**src/design/qecp_pkg.sv**
```systemverilog
// ----------------------------------------------------------------------------
// qecp_pkg
// shared types and constants of the event capture parser
// ----------------------------------------------------------------------------
package qecp_pkg;

  localparam int QueueCount     = 8;
  localparam int MaxPacketBytes = 1500;
  localparam int MaxInfos       = 72;

  localparam int LvlPos  = 6;
  localparam int TsPos   = 70;
  localparam int HdrLen  = 78;
  localparam int EvtSkip = 8;

  localparam logic [31:0] TypeMask = 32'hC000_0000;
  localparam logic [31:0] QidMask  = 32'h3800_0000;
  localparam logic [31:0] LenMask  = 32'h07F8_0000;

  localparam logic [2:0]  RstMonitoredQueue = 3'd2;
  localparam logic        RstCountPackets   = 1'b0;
  localparam logic [15:0] RstPacketsPerInfo = 16'd1;
  localparam logic [6:0]  RstInfosPerUpdate = 7'd10;

  typedef enum logic [1:0] {
    REG_MONITORED_QUEUE  = 2'd0,
    REG_COUNT_PACKETS    = 2'd1,
    REG_PACKETS_PER_INFO = 2'd2,
    REG_INFOS_PER_UPDATE = 2'd3
  } reg_idx_t;

  typedef enum logic [1:0] {
    ST_ACCEPTED = 2'd0,
    ST_SHORT    = 2'd1,
    ST_STALE    = 2'd2
  } pkt_status_t;

  typedef enum logic [1:0] {
    EV_STAMP  = 2'd0,
    EV_ARRIVE = 2'd1,
    EV_DEPART = 2'd2,
    EV_DROP   = 2'd3
  } ev_type_t;

  typedef struct packed {
    logic [2:0]  monitored_queue;
    logic        count_packets;
    logic [15:0] packets_per_info;
    logic [6:0]  infos_per_update;
  } cfg_t;

  typedef struct packed {
    pkt_status_t status;
    logic [31:0] arrived;
    logic [31:0] departed;
    logic [31:0] level;
  } parse_res_t;

endpackage

```
**src/design/qecp_cfg.sv**
```systemverilog
// ----------------------------------------------------------------------------
// qecp_cfg
// apb register file holding the parser configuration
// ----------------------------------------------------------------------------
module qecp_cfg
  import qecp_pkg::*;
(
  input  logic        clk,
  input  logic        rst_n,
  input  logic        cfg_psel,
  input  logic        cfg_penable,
  input  logic        cfg_pwrite,
  input  logic [3:0]  cfg_paddr,
  input  logic [31:0] cfg_pwdata,
  output logic [31:0] cfg_prdata,
  output logic        cfg_pready,
  output cfg_t        cfg_o
);

  cfg_t     cfg_r;
  logic     wr_en;
  reg_idx_t idx;

  assign cfg_pready = 1'b1;
  assign wr_en      = cfg_psel && cfg_penable && cfg_pwrite && cfg_pready;
  assign idx        = reg_idx_t'(cfg_paddr[3:2]);
  assign cfg_o      = cfg_r;

  always_ff @(posedge clk) begin
    if (!rst_n) begin
      cfg_r.monitored_queue  <= RstMonitoredQueue;
      cfg_r.count_packets    <= RstCountPackets;
      cfg_r.packets_per_info <= RstPacketsPerInfo;
      cfg_r.infos_per_update <= RstInfosPerUpdate;
    end else if (wr_en) begin
      unique case (idx)
        REG_MONITORED_QUEUE:  cfg_r.monitored_queue  <= cfg_pwdata[2:0];
        REG_COUNT_PACKETS:    cfg_r.count_packets    <= cfg_pwdata[0];
        REG_PACKETS_PER_INFO: cfg_r.packets_per_info <= cfg_pwdata[15:0];
        REG_INFOS_PER_UPDATE: cfg_r.infos_per_update <= cfg_pwdata[6:0];
        default: ;
      endcase
    end
  end

  always_comb begin
    unique case (idx)
      REG_MONITORED_QUEUE:  cfg_prdata = {29'd0, cfg_r.monitored_queue};
      REG_COUNT_PACKETS:    cfg_prdata = {31'd0, cfg_r.count_packets};
      REG_PACKETS_PER_INFO: cfg_prdata = {16'd0, cfg_r.packets_per_info};
      REG_INFOS_PER_UPDATE: cfg_prdata = {25'd0, cfg_r.infos_per_update};
      default:              cfg_prdata = 32'd0;
    endcase
  end

endmodule

```
**src/design/qecp_parse.sv**
```systemverilog
// ----------------------------------------------------------------------------
// qecp_parse
// per-byte packet parser: header level, timestamp check, event sums
// ----------------------------------------------------------------------------
module qecp_parse
  import qecp_pkg::*;
#(
  parameter int MAX_PACKET_BYTES = MaxPacketBytes
) (
  input  logic       clk,
  input  logic       rst_n,
  input  logic       fire_i,
  input  logic [7:0] byte_i,
  input  logic       last_i,
  input  cfg_t       cfg_i,
  input  logic       emit_i,
  output parse_res_t res_o
);

  localparam int PW = $clog2(MAX_PACKET_BYTES + 1);
  localparam logic [PW-1:0] PosMax   = PW'(MAX_PACKET_BYTES);
  localparam logic [PW-1:0] PosLvl   = PW'(LvlPos);
  localparam logic [PW-1:0] PosTs    = PW'(TsPos);
  localparam logic [PW-1:0] PosStamp = PW'(HdrLen - 1);
  localparam logic [PW-1:0] PosHdr   = PW'(HdrLen);
  localparam logic [3:0]    SkipLen  = 4'(EvtSkip);

  logic [PW-1:0] pos_r, pos_nxt;
  logic [63:0]   shift_r, shift_nxt;
  logic [3:0]    ebl_r, ebl_nxt;
  logic [31:0]   pend_r, pend_nxt;
  logic [63:0]   newest_r, newest_nxt;
  logic          acc_r, acc_nxt;
  logic [31:0]   arr_r, arr_nxt;
  logic [31:0]   dep_r, dep_nxt;
  logic [31:0]   held_r, held_nxt;

  logic [63:0]   sh_in;
  logic [31:0]   word;
  logic [31:0]   type_bits;
  logic [31:0]   qid_bits;
  logic [31:0]   len_bits;
  ev_type_t      ev_type;
  logic [2:0]    qid;
  logic [7:0]    plen;
  logic [31:0]   amount;
  logic          track;
  logic [PW-1:0] lvl_off;
  logic [3:0]    ebl_cnt;

  assign sh_in     = {shift_r[55:0], byte_i};
  assign word      = sh_in[31:0];
  assign type_bits = word & TypeMask;
  assign qid_bits  = word & QidMask;
  assign len_bits  = word & LenMask;
  assign ev_type   = ev_type_t'(type_bits[31:30]);
  assign qid       = qid_bits[29:27];
  assign plen      = len_bits[26:19];
  assign amount    = cfg_i.count_packets ? 32'd1 : ({21'd0, plen, 3'd0} - 32'd8);
  assign track     = ({1'b0, cfg_i.monitored_queue} < 4'(QueueCount));
  assign lvl_off   = pos_r - PosLvl;

  always_comb begin
    pos_nxt    = pos_r;
    shift_nxt  = shift_r;
    ebl_nxt    = ebl_r;
    pend_nxt   = pend_r;
    newest_nxt = newest_r;
    acc_nxt    = acc_r;
    arr_nxt    = arr_r;
    dep_nxt    = dep_r;
    held_nxt   = held_r;
    ebl_cnt    = 4'd0;
    res_o      = '0;
    if (fire_i) begin
      if (pos_r == '0) begin
        acc_nxt  = 1'b0;
        ebl_nxt  = 4'd0;
        pend_nxt = held_r;
      end
      if (pos_r < PosMax) begin
        shift_nxt = sh_in;
        if (pos_r >= PosLvl && pos_r < PosTs) begin
          if (lvl_off[1:0] == 2'd3 && lvl_off[5:3] == cfg_i.monitored_queue && track &&
              lvl_off[2] == cfg_i.count_packets) begin
            pend_nxt = cfg_i.count_packets ? word : {word[28:0], 3'd0};
          end
        end else if (pos_r == PosStamp) begin
          if (newest_r > sh_in) begin
            acc_nxt = 1'b0;
          end else begin
            newest_nxt = sh_in;
            acc_nxt    = 1'b1;
            held_nxt   = pend_nxt;
          end
          ebl_nxt = 4'd0;
        end else if (pos_r >= PosHdr && acc_nxt) begin
          if (ebl_nxt >= 4'd5) begin
            ebl_nxt = (ebl_nxt == 4'd5) ? 4'd0 : ebl_nxt - 4'd1;
          end else begin
            ebl_cnt = (ebl_nxt == 4'd0) ? 4'd3 : ebl_nxt - 4'd1;
            ebl_nxt = ebl_cnt;
            if (ebl_cnt == 4'd0) begin
              if (ev_type == EV_STAMP) begin
                ebl_nxt = SkipLen;
              end else if (qid == cfg_i.monitored_queue && track) begin
                case (ev_type)
                  EV_ARRIVE: arr_nxt = arr_r + amount;
                  EV_DEPART: dep_nxt = dep_r + amount;
                  default: ;
                endcase
              end
            end
          end
        end
        pos_nxt = pos_r + PW'(1);
      end
      if (pos_r < PosStamp) begin
        res_o.status = ST_SHORT;
      end else begin
        res_o.status = acc_nxt ? ST_ACCEPTED : ST_STALE;
      end
      res_o.arrived  = arr_nxt;
      res_o.departed = dep_nxt;
      res_o.level    = held_nxt;
      if (last_i) begin
        pos_nxt = '0;
        acc_nxt = 1'b0;
        ebl_nxt = 4'd0;
      end
      if (emit_i) begin
        arr_nxt  = 32'd0;
        dep_nxt  = 32'd0;
        held_nxt = 32'd0;
      end
    end
  end

  always_ff @(posedge clk) begin
    if (!rst_n) begin
      pos_r    <= '0;
      shift_r  <= 64'd0;
      ebl_r    <= 4'd0;
      pend_r   <= 32'd0;
      newest_r <= 64'd0;
      acc_r    <= 1'b0;
      arr_r    <= 32'd0;
      dep_r    <= 32'd0;
      held_r   <= 32'd0;
    end else begin
      pos_r    <= pos_nxt;
      shift_r  <= shift_nxt;
      ebl_r    <= ebl_nxt;
      pend_r   <= pend_nxt;
      newest_r <= newest_nxt;
      acc_r    <= acc_nxt;
      arr_r    <= arr_nxt;
      dep_r    <= dep_nxt;
      held_r   <= held_nxt;
    end
  end

`ifndef NO_ASSERTIONS
  a_ebl_range: assert property (@(posedge clk) disable iff (!rst_n)
    ebl_r <= SkipLen)
    else $error("event byte counter out of range");

  a_pos_range: assert property (@(posedge clk) disable iff (!rst_n)
    pos_r <= PosMax)
    else $error("byte position past packet limit");
`endif

endmodule

```
**src/design/qecp_coal.sv**
```systemverilog
// ----------------------------------------------------------------------------
// qecp_coal
// packet and info coalescing counters with the result register
// ----------------------------------------------------------------------------
module qecp_coal
  import qecp_pkg::*;
#(
  parameter int MAX_INFOS = MaxInfos
) (
  input  logic         clk,
  input  logic         rst_n,
  input  logic         fire_i,
  input  logic         last_i,
  input  cfg_t         cfg_i,
  input  parse_res_t   res_i,
  output logic         emit_o,
  output logic         out_tvalid,
  input  logic         out_tready,
  output logic [103:0] out_tdata,
  output logic [2:0]   out_tuser
);

  localparam int IW = (MAX_INFOS > 1) ? $clog2(MAX_INFOS) : 1;
  localparam logic [6:0] InfoMax = 7'(MAX_INFOS);

  logic [15:0]   pkt_cnt_r;
  logic [IW-1:0] info_cnt_r;
  logic          out_valid_r;
  pkt_status_t   status_r;
  logic          info_r;
  logic [31:0]   arr_r;
  logic [31:0]   dep_r;
  logic [31:0]   lvl_r;
  logic [6:0]    slot_r;
  logic          full_r;

  logic [16:0]   pkt_inc;
  logic [15:0]   plim;
  logic [6:0]    ilim;
  logic [7:0]    info_inc;
  logic          full;
  logic          take;

  assign take     = fire_i && last_i;
  assign pkt_inc  = {1'b0, pkt_cnt_r} + 17'd1;
  assign plim     = (cfg_i.packets_per_info == 16'd0) ? 16'd1 : cfg_i.packets_per_info;
  assign ilim     = (cfg_i.infos_per_update == 7'd0) ? 7'd1 :
                    (cfg_i.infos_per_update > InfoMax) ? InfoMax : cfg_i.infos_per_update;
  assign info_inc = 8'(info_cnt_r) + 8'd1;
  assign full     = (info_inc >= {1'b0, ilim});
  assign emit_o   = take && !(pkt_inc < {1'b0, plim});

  always_ff @(posedge clk) begin
    if (!rst_n) begin
      pkt_cnt_r   <= 16'd0;
      info_cnt_r  <= '0;
      out_valid_r <= 1'b0;
    end else begin
      if (take) begin
        out_valid_r <= 1'b1;
        pkt_cnt_r   <= emit_o ? 16'd0 : pkt_inc[15:0];
        if (emit_o) begin
          info_cnt_r <= full ? '0 : info_inc[IW-1:0];
        end
      end else if (out_tready) begin
        out_valid_r <= 1'b0;
      end
    end
    if (take) begin
      status_r <= res_i.status;
      info_r   <= emit_o;
      arr_r    <= emit_o ? res_i.arrived : 32'd0;
      dep_r    <= emit_o ? res_i.departed : 32'd0;
      lvl_r    <= emit_o ? res_i.level : 32'd0;
      slot_r   <= emit_o ? 7'(info_cnt_r) : 7'd0;
      full_r   <= emit_o && full;
    end
  end

  assign out_tvalid = out_valid_r;
  assign out_tdata  = {full_r, slot_r, lvl_r, dep_r, arr_r};
  assign out_tuser  = {info_r, status_r};

`ifndef NO_ASSERTIONS
  a_info_range: assert property (@(posedge clk) disable iff (!rst_n)
    32'(info_cnt_r) < MAX_INFOS)
    else $error("info counter out of range");

  a_plain_zero: assert property (@(posedge clk) disable iff (!rst_n)
    out_valid_r && !info_r |-> arr_r == 32'd0 && dep_r == 32'd0 && lvl_r == 32'd0 &&
                              slot_r == 7'd0 && !full_r)
    else $error("info fields set on a plain packet item");

  a_full_info: assert property (@(posedge clk) disable iff (!rst_n)
    out_valid_r && full_r |-> info_r)
    else $error("update full without an info record");
`endif

endmodule

```
**src/design/queue_event_capture_parser_core.sv**
```systemverilog
// ----------------------------------------------------------------------------
// queue_event_capture_parser_core
// event capture packet parser with info record coalescing
// ----------------------------------------------------------------------------
// result path: a result item follows the last byte of its packet through
// the input register, then the result register
// throughput: one byte item per cycle (a last byte waits for a free output); per-byte work is one shift, one
// 64-bit timestamp compare and one 32-bit add between the two registers
// reset: synchronous active-low rst_n clears all parser state, counters and
// configuration registers to their defaults
module queue_event_capture_parser_core
  import qecp_pkg::*;
#(
  parameter int MAX_PACKET_BYTES = MaxPacketBytes,
  parameter int MAX_INFOS        = MaxInfos
) (
  input  logic         clk,
  input  logic         rst_n,
  input  logic         in_tvalid,
  output logic         in_tready,
  input  logic [7:0]   in_tdata,   // data_byte[7:0]
  input  logic         in_tlast,
  output logic         out_tvalid,
  input  logic         out_tready,
  // arrived_total[31:0], departed_total[63:32], queue_level[95:64],
  // info_slot[102:96], update_full[103]
  output logic [103:0] out_tdata,
  output logic [2:0]   out_tuser,  // packet_status[1:0], info_ready[2]
  input  logic         cfg_psel,
  input  logic         cfg_penable,
  input  logic         cfg_pwrite,
  input  logic [3:0]   cfg_paddr,
  input  logic [31:0]  cfg_pwdata,
  output logic [31:0]  cfg_prdata,
  output logic         cfg_pready
);

  cfg_t       cfg;
  parse_res_t res;
  logic       emit;

  logic       in_valid_r;
  logic [7:0] in_byte_r;
  logic       in_last_r;
  logic       out_free;
  logic       fire;

  assign out_free  = !out_tvalid || out_tready;
  assign fire      = in_valid_r && (!in_last_r || out_free);
  assign in_tready = !in_valid_r || fire;

  always_ff @(posedge clk) begin
    if (!rst_n) begin
      in_valid_r <= 1'b0;
    end else if (in_tvalid && in_tready) begin
      in_valid_r <= 1'b1;
    end else if (fire) begin
      in_valid_r <= 1'b0;
    end
    if (in_tvalid && in_tready) begin
      in_byte_r <= in_tdata;
      in_last_r <= in_tlast;
    end
  end

  qecp_cfg u_cfg (
    .clk         (clk),
    .rst_n       (rst_n),
    .cfg_psel    (cfg_psel),
    .cfg_penable (cfg_penable),
    .cfg_pwrite  (cfg_pwrite),
    .cfg_paddr   (cfg_paddr),
    .cfg_pwdata  (cfg_pwdata),
    .cfg_prdata  (cfg_prdata),
    .cfg_pready  (cfg_pready),
    .cfg_o       (cfg)
  );

  qecp_parse #(
    .MAX_PACKET_BYTES (MAX_PACKET_BYTES)
  ) u_parse (
    .clk    (clk),
    .rst_n  (rst_n),
    .fire_i (fire),
    .byte_i (in_byte_r),
    .last_i (in_last_r),
    .cfg_i  (cfg),
    .emit_i (emit),
    .res_o  (res)
  );

  qecp_coal #(
    .MAX_INFOS (MAX_INFOS)
  ) u_coal (
    .clk        (clk),
    .rst_n      (rst_n),
    .fire_i     (fire),
    .last_i     (in_last_r),
    .cfg_i      (cfg),
    .res_i      (res),
    .emit_o     (emit),
    .out_tvalid (out_tvalid),
    .out_tready (out_tready),
    .out_tdata  (out_tdata),
    .out_tuser  (out_tuser)
  );

endmodule
```
**config.mk**
```make
export PLATFORM = sky130hd
export DESIGN_NAME = queue_event_capture_parser_core
export DESIGN_NICKNAME = d
export VERILOG_FILES = /design/src/design/qecp_pkg.sv /design/src/design/qecp_cfg.sv /design/src/design/qecp_parse.sv /design/src/design/qecp_coal.sv /design/src/design/queue_event_capture_parser_core.sv
export SDC_FILE = /design/constraint.sdc
export NUM_CORES = 1
export LEC_CHECK = 0
export BUFFER_PORTS_ARGS = -buffer_cell sky130_fd_sc_hd__buf_2
export CAP_MARGIN = 20
export CORE_ASPECT_RATIO = 0.7
export CORE_MARGIN = 4
export CORE_UTILIZATION = 25
export CTS_BUF_LIST = sky130_fd_sc_hd__clkbuf_16
export CTS_CLUSTER_DIAMETER = 80
export DETAILED_ROUTE_END_ITERATION = 8
export SLEW_MARGIN = 0
export SYNTH_ARGS = -nofsm -noshare
export SYNTH_HDL_FRONTEND = slang
export SYNTH_HIERARCHICAL = 1
export SYNTH_SLANG_ARGS = --single-unit
```
**constraint.sdc**
```tcl
create_clock -name clk -period 7.1 [get_ports clk]
set_input_delay 1.065 -clock clk [delete_from_list [all_inputs] [get_ports clk]]
set_output_delay 1.065 -clock clk [all_outputs]
set_load 0.02 [all_outputs]
```
==> metrics.md, run 1 <==
| Metric | Value |
|---|---|
| Outcome | finished, final reports clean |
| Critical path type | reg -> reg |
| Critical path launch point type | register |
| H-tree levels | 2 |
| Synth unique cells | 97 |
| Post-CTS Resized | 0 |
| Gpl congestion | approximately 0.83 |
| IO Count | ~190 |
| Crit path required time | 7.59 ns |
| Inst Count DP | between 4000 and 5000 |
| Routed vias/inst | 4.73 |
| Final instance area | roughly 28000 sq um |
| Via count | approximately 20000 |
| Main synth FF type | dfxtp_1 |
| Final Critical Period | just over 5 ns |
| Die X | around 380 um |
| Crit. End Element | register |
| Fillcell total | ~10000 |
| Power Density | between 200 and 250 nW/um^2 |
| Period utilization | 72.3% |
| Root Driver | clkbuf_16 |
| Final Slew Violations | 0 |
| Rel. slew slack | between 20% and 30% |
| GRT Residual Overflow | 0 |
| Starting Density | 25.2% |
| CP max FO | 74 |
| Top cells by area, synth | dfxtp_1, edfxtp_1, ha_1, nand2_1, o21ai_0 |
| Setup WS pre-CTS | between 1.5 and 2 ns |
| PnR Total Power | between 5 and 6 mW |
| Sequential fraction of the synthesis area | roughly 40% |
| CTS tree | done |
| Worst Clk Skew | between 0.03 and 0.04 ns |
| Share of post-route cells with drive strength above 1 | between 10% and 20% |
| Area share of the largest cell type after synthesis | around 26% |
| Worst slack on hold paths | between 0.4 and 0.5 ns |
| Register area | 9810 sq um |
| First-pass GRT wire length | between 100000 and 150000 um |
| Post-synthesis cell area | approximately 25000 sq um |
| WL final | 65700 um |
| Worst setup margin | roughly 2 ns |
| Max cap viols | 0 |
| Static Leakage | approximately 11 nW |
| Nets@finish | 3097 |
| Total Neg Setup Slack | 0 ns |
| Clock Path Buffers | 3 |
| Antenna violations before repair | 0 |
| EDFF count, synth | about 120 |
| # Post-CTS Setup Buffers | 0 |
| GR Util All Layers | between 10% and 20% |
| Area taken by multi-input logic gates | approximately 14000 sq um |
| IR Drop Worst-Case VDD | about 0.18 mV |
| Core Box Area | between 90000 and 100000 sq um |
| Worst-Skew Late Latency | approximately 0.61 ns |
| Final Util | approximately 29% |
| Avg WL per Cell | between 15 and 20 um |
| Placed Area | about 27000 sq um |
| Ordered cell list for the critical path | and4_1, and4_1, nand2_1, o21ai_0, nand2_1, ha_1, nand4_1, nor4b_1, a311oi_4, a21oi_4, buf_4, buf_4, o21ai_0, nand2_1, o31ai_1, and2_1 |
| Initial DRC count | ~1500 |
| Clk slew on worst S/H paths | approximately 0.06 ns |
| RSZ-0062 raised after global routing | false |
| CTS buffer count | 48 |
| Post-DRT Antenna Nets | 0 |
| Asr flop ratio synth | 0% |
| Layout Cells excl Fill | ~4300 |
| Worst path slowest cell | nor4b_1 |
| Clk sinks | around 430 |
| Achievable frequency | about 190 MHz |
| Hold Fails Final Rpt | 0 |
| Hold WC Path Type | reg -> reg |
| Layout area overhead | 13.9% |
| Vias in the first global route | roughly 18000 |
| First drt pass iteration count | 8 |
| Avg Cell Area, Syn | between 8 and 9 sq um |
| # rows | 96 |
| #FFs+latches synth | between 400 and 500 |
| Largest stage delay on the critical path | 0.63 ns |
| Hold_buf cts | 0 |
| Synth area leader | dfxtp_1 |
| Port Buf Inserts | roughly 160 |
| Measured slew at the worst slew-check pin | ~1.1 ns |
| Detailed Place HPWL | about 45000 um |
| Crit path DAT | about 5.6 ns |
| CP most frequent cell | nand2_1 |
| Largest net degree at the start of global routing | approximately 250 |
| DIE HEIGHT | between 200 and 300 um |
| Synthesis Warnings | 6 |
| # DRC | 0 |
| Die area | roughly 100000 sq um |
| Setup violators final | 0 |
| Synth Instances | ~2800 |
[synthesized netlist by cell type (all sizes together), types with 65 or more instances]
cell and number:
buf 81, clkbuf 126, nor3 65, nand3 154, dfxtp 316, mux2i 68
nor2 116, inv 112, edfxtp 116, ha 158, a21boi 73, and2 145
o21ai 180, nand2 433, a21oi 162
[registers in the layout, indices dropped and copies added, names as in the netlist, 8 cells and up]
signal / cells
u_coal/arr_r: 32
u_parse/arr_r: 32
u_parse/pos_r: 11
u_parse/shift_r: 56
u_coal/pkt_cnt_r: 16
u_parse/dep_r: 32
u_parse/held_r: 32
u_cfg/cfg_o: 27
u_parse/newest_r: 64
in_byte_r: 8
u_coal/dep_r: 32
u_parse/pend_r: 32
u_coal/lvl_r: 32
[final timing paths]
path / from / to / slack, ns / cells past startpoint
max reg2reg: u_coal/pkt_cnt_r[2] / u_parse/arr_r[17] / 1.97 / 16
min reg2reg: u_parse/newest_r[61] / u_parse/newest_r[61] / 0.46 / 2
min: u_parse/newest_r[61] / u_parse/newest_r[61] / 0.46 / 2
max: u_coal/pkt_cnt_r[2] / u_parse/arr_r[17] / 1.97 / 16
[placed cells by master (no fill, tap or decap), types with 112 or more instances in the layout]
| cell | Yosys | layout |
|---|---|---|
| o21ai_0 | 180 | 180 |
| inv_1 | 111 | 116 |
| and2_1 | 143 | 142 |
| edfxtp_1 | 116 | 116 |
| nor2_1 | 115 | 112 |
| ha_1 | 158 | 158 |
| nand3_1 | 152 | 152 |
| a21oi_1 | 151 | 150 |
| dfxtp_1 | 316 | 315 |
| buf_2 | 22 | 157 |
| nand2_1 | 432 | 431 |
[logic make-up after synthesis]
group                    after synthesis  synth area share, %
AO/OA/AOI/OAI                        703                 19.3
AND/OR/NAND/NOR                     1075                 21.3
XOR/XNOR                              89                 3.15
multiplexers                          69                 2.84
other                                  2               0.0303
flip-flops                           432                 39.6
adder cells (fa/ha/maj)              158                 7.98
buffers and inverters                319                 5.76
[power breakdown]
part | total, mW | internal, mW | switching (mW)
clock | 2.61 | 1.51 | 1.10
combinational | 0.494 | 0.161 | 0.332
sequential | 2.60 | 2.55 | 0.0430
[critical path: cells and delay by family (launching register included)]
kind | cells | cell delay (ns)
compound gates | 5 | 1.12
simple gates | 8 | 2.09
buf+inv | 2 | 1.01
flops | 1 | 0.46
fa+ha+maj | 1 | 0.30
[routing by layer]
metal  vias up  track usage (%)  share of wire (%)
li1      10100                -                  -
met1      9488             18.5                 52
met2       424             18.1                 42
met3        51             1.79                4.9
met4         0             2.07                1.2
met5         -                0                  0
[layout make-up]
cell class              instances  area share [%]
flip-flops and latches        432            34.8
repair buffers                182            3.59
clock buffers                  50            4.43
multi-input cells            2111            48.4
well taps                    1323            5.86
inverters                     112            1.51
clock inverters                40            1.46
diodes                          1         0.00887
Power figures use the tool's default switching activity.
==> run 2, diff against run 1 <==
--- a/config.mk
+++ b/config.mk
@@ -5,6 +5,7 @@
 export SDC_FILE = /design/constraint.sdc
 export NUM_CORES = 1
 export LEC_CHECK = 0
+export ABC_AREA = 1
 export BUFFER_PORTS_ARGS = -buffer_cell sky130_fd_sc_hd__buf_2
 export CAP_MARGIN = 20
 export CORE_ASPECT_RATIO = 0.7
==> constraint.sdc (replaced) <==
create_clock -name clk -period 4.9 [get_ports clk]
set_input_delay 0.735 -clock clk [delete_from_list [all_inputs] [get_ports clk]]
set_output_delay 0.735 -clock clk [all_outputs]
set_load 0.02 [all_outputs]
==> metrics.md, run 2 <==
| Metric | Value |
|---|---|
| GR Util met1 | approximately 20% |
| First drt pass iteration count | 7 |
| Top cells by area, synth | dfxtp_1, edfxtp_1, nand2_1, a21oi_1, ha_1 |
| Routed vias/inst | between 4 and 5 |
| Sequential fraction of the synthesis area | a little under two fifths |
| Post-CTS Resized | 0 |
| Gr busiest metal | met1 |
| Synth Instances | 3679 |
| Avg Cell Area, Syn | around 7.1 sq um |
| Share of post-route cells with drive strength above 1 | a little under 9% |
| XOR/XNOR Fraction of Synth Area | under 10% |
| Detailed Place HPWL | 54900 um |
| Power Density | about 280 nW/um^2 |
| Crit path required time | ~5.2 ns |
| Area taken by multi-input logic gates | roughly 14000 sq um |
| GR Util All Layers | a little over an eighth |
| Placed Area | approximately 28000 sq um |
| Final Slew Violations | 0 |
| Max cap viols | 0 |
| Hold Fails Final Rpt | 0 |
| Post-synthesis cell area | about 26000 sq um |
| Outcome | finished, final reports clean |
| Commonest non-fill, non-tap cell in the layout | nand2_1 |
| Rel. slew slack | 24.4% |
| Achievable frequency | 244 MHz |
| Antenna violations before repair | 1 |
| Critical path type | reg -> reg |
| # Post-CTS Setup Buffers | 0 |
| Port Buf Inserts | approximately 160 |
| Avg WL per Cell | 15.2 um |
| Root Driver | clkbuf_16 |
| H-tree levels | 2 |
| Hold_buf cts | 0 |
| Delay-heaviest family, CP | simple AND/OR/NAND/NOR gates |
| EDFF count, synth | roughly 120 |
| Worst Clk Skew | about 0.032 ns |
| Main synth FF type | dfxtp_1 |
| Worst path slowest cell | dfxtp_1 |
| Area share of the largest cell type after synthesis | roughly a quarter |
| Top flop regs | u_parse/newest_r: 64 flops, u_parse/shift_r: 56 flops |
| Commonest cells in the netlist | nand2_1, inv_1, a21oi_1 |
| Measured slew at the worst slew-check pin | ~1.1 ns |
| Count leader, synth | nand2_1 |
| Worst-Skew Late Latency | between 0.6 and 0.7 ns |
| Clk sinks | 432 |
| RSZ-0062 raised after global routing | false |
| Met2 usage | roughly 20% |
| Asr flop ratio synth | 0% |
| #FFs+latches synth | roughly 430 |
| GR Layer Usage met3 | under 10% |
| Synth Area in Simple Gates | between 20% and 30% |
| Clock Path Buffers | 3 |
| Post-DRT Antenna Nets | 0 |
| Largest stage delay on the critical path | about 0.36 ns |
| Critical path launch point type | register |
| DIE HEIGHT | between 200 and 300 um |
| Register area | between 9000 and 10000 sq um |
| Hold WC Path Type | in -> reg |
| Register with the most flip-flops | u_parse/newest_r |
| Core Box Area | around 100000 sq um |
| Gpl congestion | 0.877 |
| Nets@finish | 3957 |
| # rows | 98 |
| IO Count | slightly below 200 |
| Synth unique cells | 55 |
| Initial DRC count | between 1500 and 2000 |
| GRT Residual Overflow | 0 |
| CTS tree | done |
| Mux cell area share after synthesis | less than 1% |
| CP max FO | 20 |
| Setup violators final | 0 |
| Compound-cell area share of the yosys netlist | 15.3% |
| Starting Density | about a quarter |
| Adder-cell share of the synthesized area | roughly 7.6% |
| Synth area leader | dfxtp_1 |
| Largest family of logic cells by synthesized area | simple AND/OR/NAND/NOR gates |
| Fillcell total | approximately 11000 |
| Most frequent cells in the layout | nand2_1, inv_1, a21oi_1 |
| Total Neg Setup Slack | 0 ns |
| Die X | around 390 um |
| Crit path DAT | around 4.4 ns |
| Clk slew on worst S/H paths | 0.06 ns |
| Synthesis Warnings | 6 |
| CTS buffer count | 50 |
| Static Leakage | roughly 12 nW |
| Crit. End Element | register |
| Flip-flop count of the largest register after layout | 64 |
| Via count | around 24000 |
| # DRC | 0 |
| Largest net degree at the start of global routing | between 100 and 150 |
| Period utilization | a little over four fifths |
| IR Drop Worst-Case VDD | around 0.27 mV |
| WL final | roughly 78000 um |
| Layout area overhead | 13.5% |
| Worst path buffer plus inverter count | 4 |
| Final instance area | 29700 sq um |
| Vias in the first global route | 22100 |
| Die area | between 100000 and 150000 sq um |
| Ordered cell list for the critical path | inv_1, ha_1, nand3_1, nor2_1, nand4_1, inv_1, buf_4, ha_1, a21oi_1, o21a_1, a21boi_0, nand3_1, nand2_1, nand2_1, nand2_1, nand3_1, and3_1, inv_1, nor2_1 |
| First-pass GRT wire length | 124000 um |
| Final Critical Period | just over 4 ns |
## run 2: changes by cell type after synthesis, sizes merged, moves of 59 or more
cell / delta
a21boi: -70
a21oi: +275
and2: -141
and3: +59
inv: +353
mux2i: -68
nand2: +389
nand4: +85
nor2: +241
o21ai: +70
## run 2: kinds of logic after synthesis
logic type      count (synthesis)
mux                             1
xor+xnor                       68
buf+inv                       659
flops                         432
simple gates                 1599
other cells                     2
fa+ha+maj                     158
compound gates                760
## run 2: final timing paths
check,startpoint,to,slack (ns),cells past startpoint
min reg2reg,u_parse/newest_r[0],u_parse/newest_r[0],0.46,2
max,u_parse/shift_r[11],u_coal/arr_r[27],0.80,19
max reg2reg,u_parse/shift_r[11],u_coal/arr_r[27],0.80,19
min,in_tlast,in_last_r,0.30,1
## run 2: area by class of cell
class	count	area share (%)
antenna	1	0.00843
clock buffer	53	4.47
clock inverter	41	0.877
inverter	469	5.99
multi-input combinational	2603	46.2
sequential	432	33.1
tap	1350	5.69
timing repair buffer	191	3.74
## run 2: through the flow
stage	setup WS, ns	power [mW]	utilization [%]	hold WS (ns)	instances
floorplan	1.34	4.49	-	0.433	3694
global placement	0.822	4.77	27.3	0.449	5044
detailed placement	0.837	4.78	27.3	0.454	5044
CTS	0.827	8.51	28.8	0.251	5138
global route	0.383	8.75	28.8	0.261	5139
finish	0.795	8.37	28.8	0.305	5140
## run 2: where the power goes
group | internal [mW] | switching, mW | total, mW | leakage [nW]
registers | 3.71 | 0.0506 | 3.76 | 3.72
logic | 0.259 | 0.681 | 0.940 | 7.60
clock network | 2.02 | 1.64 | 3.66 | 0.820
## run 2: layer usage
metal	vias to the layer above	routed length [um]	share of wire, %
met5	-	0	0
met4	0	1240	1.6
met3	74	4940	6.3
met2	558	32200	41
met1	11200	39700	51
li1	12300	-	-
==> run 3, diff against run 2 <==
==> constraint.sdc (replaced) <==
create_clock -name clk -period 3.75 [get_ports clk]
set_input_delay 0.5625 -clock clk [delete_from_list [all_inputs] [get_ports clk]]
set_output_delay 0.5625 -clock clk [all_outputs]
set_load 0.02 [all_outputs]
==> metrics.md, run 3 (same netlist as run 2, synthesis figures left out) <==
| Metric | Value |
|---|---|
| Ordered cell list for the critical path | inv_1, ha_1, nand3_1, nor2_1, nand4_1, inv_2, buf_12, ha_1, a21o_1, a31oi_1, nand3_1, a21oi_1, xor2_1, nand2_1, and3_1, inv_1, nor2_1 |
| Hold Crit Start | in_tlast |
| RR Startpoint | u_parse/shift_r[12] |
| Final Slew Violations | 0 |
| Worst Clk Skew | ~0.041 ns |
| Worst-Skew Late Latency | roughly 0.63 ns |
| Worst path slowest cell | dfxtp_1 |
| IR Drop Worst-Case VDD | roughly 0.31 mV |
| Antenna violations before repair | 1 |
| Clk sinks | roughly 430 |
| Setup violators final | 0 |
| H-tree levels | 2 |
| Via count | 24500 |
| Inst Count DP | between 5000 and 6000 |
| Avg WL per Cell | 15.1 um |
| CP max FO | 20 |
| Critical path launch point type | register |
| WL final | around 79000 um |
| # rows | ~100 |
| First drt pass iteration count | 6 |
| Post-DRT Antenna Nets | 0 |
| Starting Density | between 20% and 30% |
| Gpl congestion | slightly above 0.9 |
| IO Count | roughly 190 |
| Met3 wire length | about 4300 um |
| Clk slew on worst S/H paths | around 0.07 ns |
| CTS tree | done |
| Critical path type | reg -> reg |
| Period utilization | around 93% |
| Met2 WL post-DR | about 33000 um |
| Commonest non-fill, non-tap cell in the layout | nand2_1 |
| GR Util All Layers | approximately 14% |
| Die X | about 390 um |
| Static Leakage | around 13 nW |
| Share of post-route cells with drive strength above 1 | a little over a tenth |
| DIE HEIGHT | around 280 um |
| Die area | between 100000 and 150000 sq um |
| Flip-flop count of the largest register after layout | 64 |
| Hold path cells | 1 |
| Port Buf Inserts | 158 |
| RSZ-0062 raised after global routing | false |
| Max cap viols | 0 |
| Core Box Area | 103000 sq um |
| Worst reg2reg path depth | 17 |
| Final Critical Period | 3.47 ns |
| GRT Residual Overflow | 0 |
| Register with the most flip-flops | u_parse/newest_r |
| Measured slew at the worst slew-check pin | slightly below 1 ns |
| # DRC | 0 |
| WL met1 | 40600 um |
| Max Used Layer | met4 |
| Largest stage delay on the critical path | approximately 0.31 ns |
| Outcome | finished, final reports clean |
| Initial DRC count | slightly above 2000 |
| Layout area overhead | 15.9% |
| Power Density | 367 nW/um^2 |
| Vias in the first global route | between 20000 and 25000 |
| Root Driver | clkbuf_16 |
| Hold Fails Final Rpt | 0 |
| Rel. slew slack | between 30% and 40% |
| Detailed Place HPWL | roughly 55000 um |
| Crit path DAT | approximately 3.8 ns |
| Routed vias/inst | 4.71 |
| Clock Path Buffers | 3 |
| Hold_buf cts | 0 |
| Achievable frequency | 288 MHz |
| Most frequent cells in the layout | nand2_1, inv_1, a21oi_1 |
| Top flop regs | u_parse/newest_r: 64 flops, u_parse/shift_r: 56 flops |
| Hold WC Path Type | in -> reg |
| Total inserted antenna cells | 0 |
| First-pass GRT wire length | 124000 um |
| Nets@finish | between 4000 and 5000 |
| Largest net degree at the start of global routing | 167 |
| Crit. End Element | register |
| CTS buffer count | 50 |
| Total Neg Setup Slack | 0 ns |
| Layout Cells excl Fill | 5197 |
| Crit path required time | just over 4 ns |
| Crit path from | u_parse/shift_r[12] |
## run 3: cell types whose count changed in the layout (fill, tap and decap cells not counted), sizes merged
cell      change
diode         -1
inv           +4
buf          +58
clkbuf        +3
clkinvlp      -1
clkinv        -6
## run 3: path summary, 6_finish.rpt
check,to,slack (ns)
worst min register to register,u_parse/pend_r[30],0.46
worst max-delay path,u_coal/arr_r[22],0.28
worst max register to register,u_coal/arr_r[22],0.28
worst min-delay path,in_last_r,0.13
## run 3: worst max-delay path: cells and delay by family (launching register included)
family	cells	cell delay, ns
AND/OR/NAND/NOR	7	1.05
AO/OA/AOI/OAI	3	0.73
adder cells (fa/ha/maj)	2	0.49
buffers and inverters	4	0.45
flip-flops	1	0.31
XOR/XNOR	1	0.18
## run 3: layer usage
metal,vias up,GRT usage [%]
li1,12400,-
met1,11400,20.8
met2,566,20.4
met3,84,1.92
met4,0,2.61
met5,-,0
## run 3: stage by stage
stage	hold WS, ns	power [mW]	instance area (sq um)	utilization [%]	worst slack [ns]
final	0.134	11.1	30300	29.4	0.281
after global routing	0.103	11.6	30300	29.4	0.00580
after CTS	0.0895	11.3	30200	29.3	0.173
after global placement	0.448	6.29	28600	27.7	0.234
after detailed placement	0.455	6.30	28600	27.7	0.187
after floorplan	0.433	5.87	26200	-	0.191
## run 3: layout make-up
cell class	instances	area, sq um
Timing Repair Buffer	250	1650
Inverter	469	1780
Clock buffer	55	1380
Sequential cell	432	9810
Multi-Input combinational cell	2603	13700
Clock inverter	38	249
Tap cell	1350	1690
Fill cell	11100	72700
## run 3: what timing repair did
action,in CTS,in global routing
resized for setup,0,18
endpoints found under the setup margin,0,129
hold endpoints to repair,0,0
buffers inserted,0,2
## run 3: report_power, final
part | switching, mW | leakage (nW) | total, mW | internal, mW
registers | 0.0560 | 3.72 | 4.91 | 4.85
clock network | 2.18 | 0.843 | 4.91 | 2.73
logic | 0.908 | 7.95 | 1.31 | 0.401
total | 3.15 | 12.5 | 11.1 | 7.98
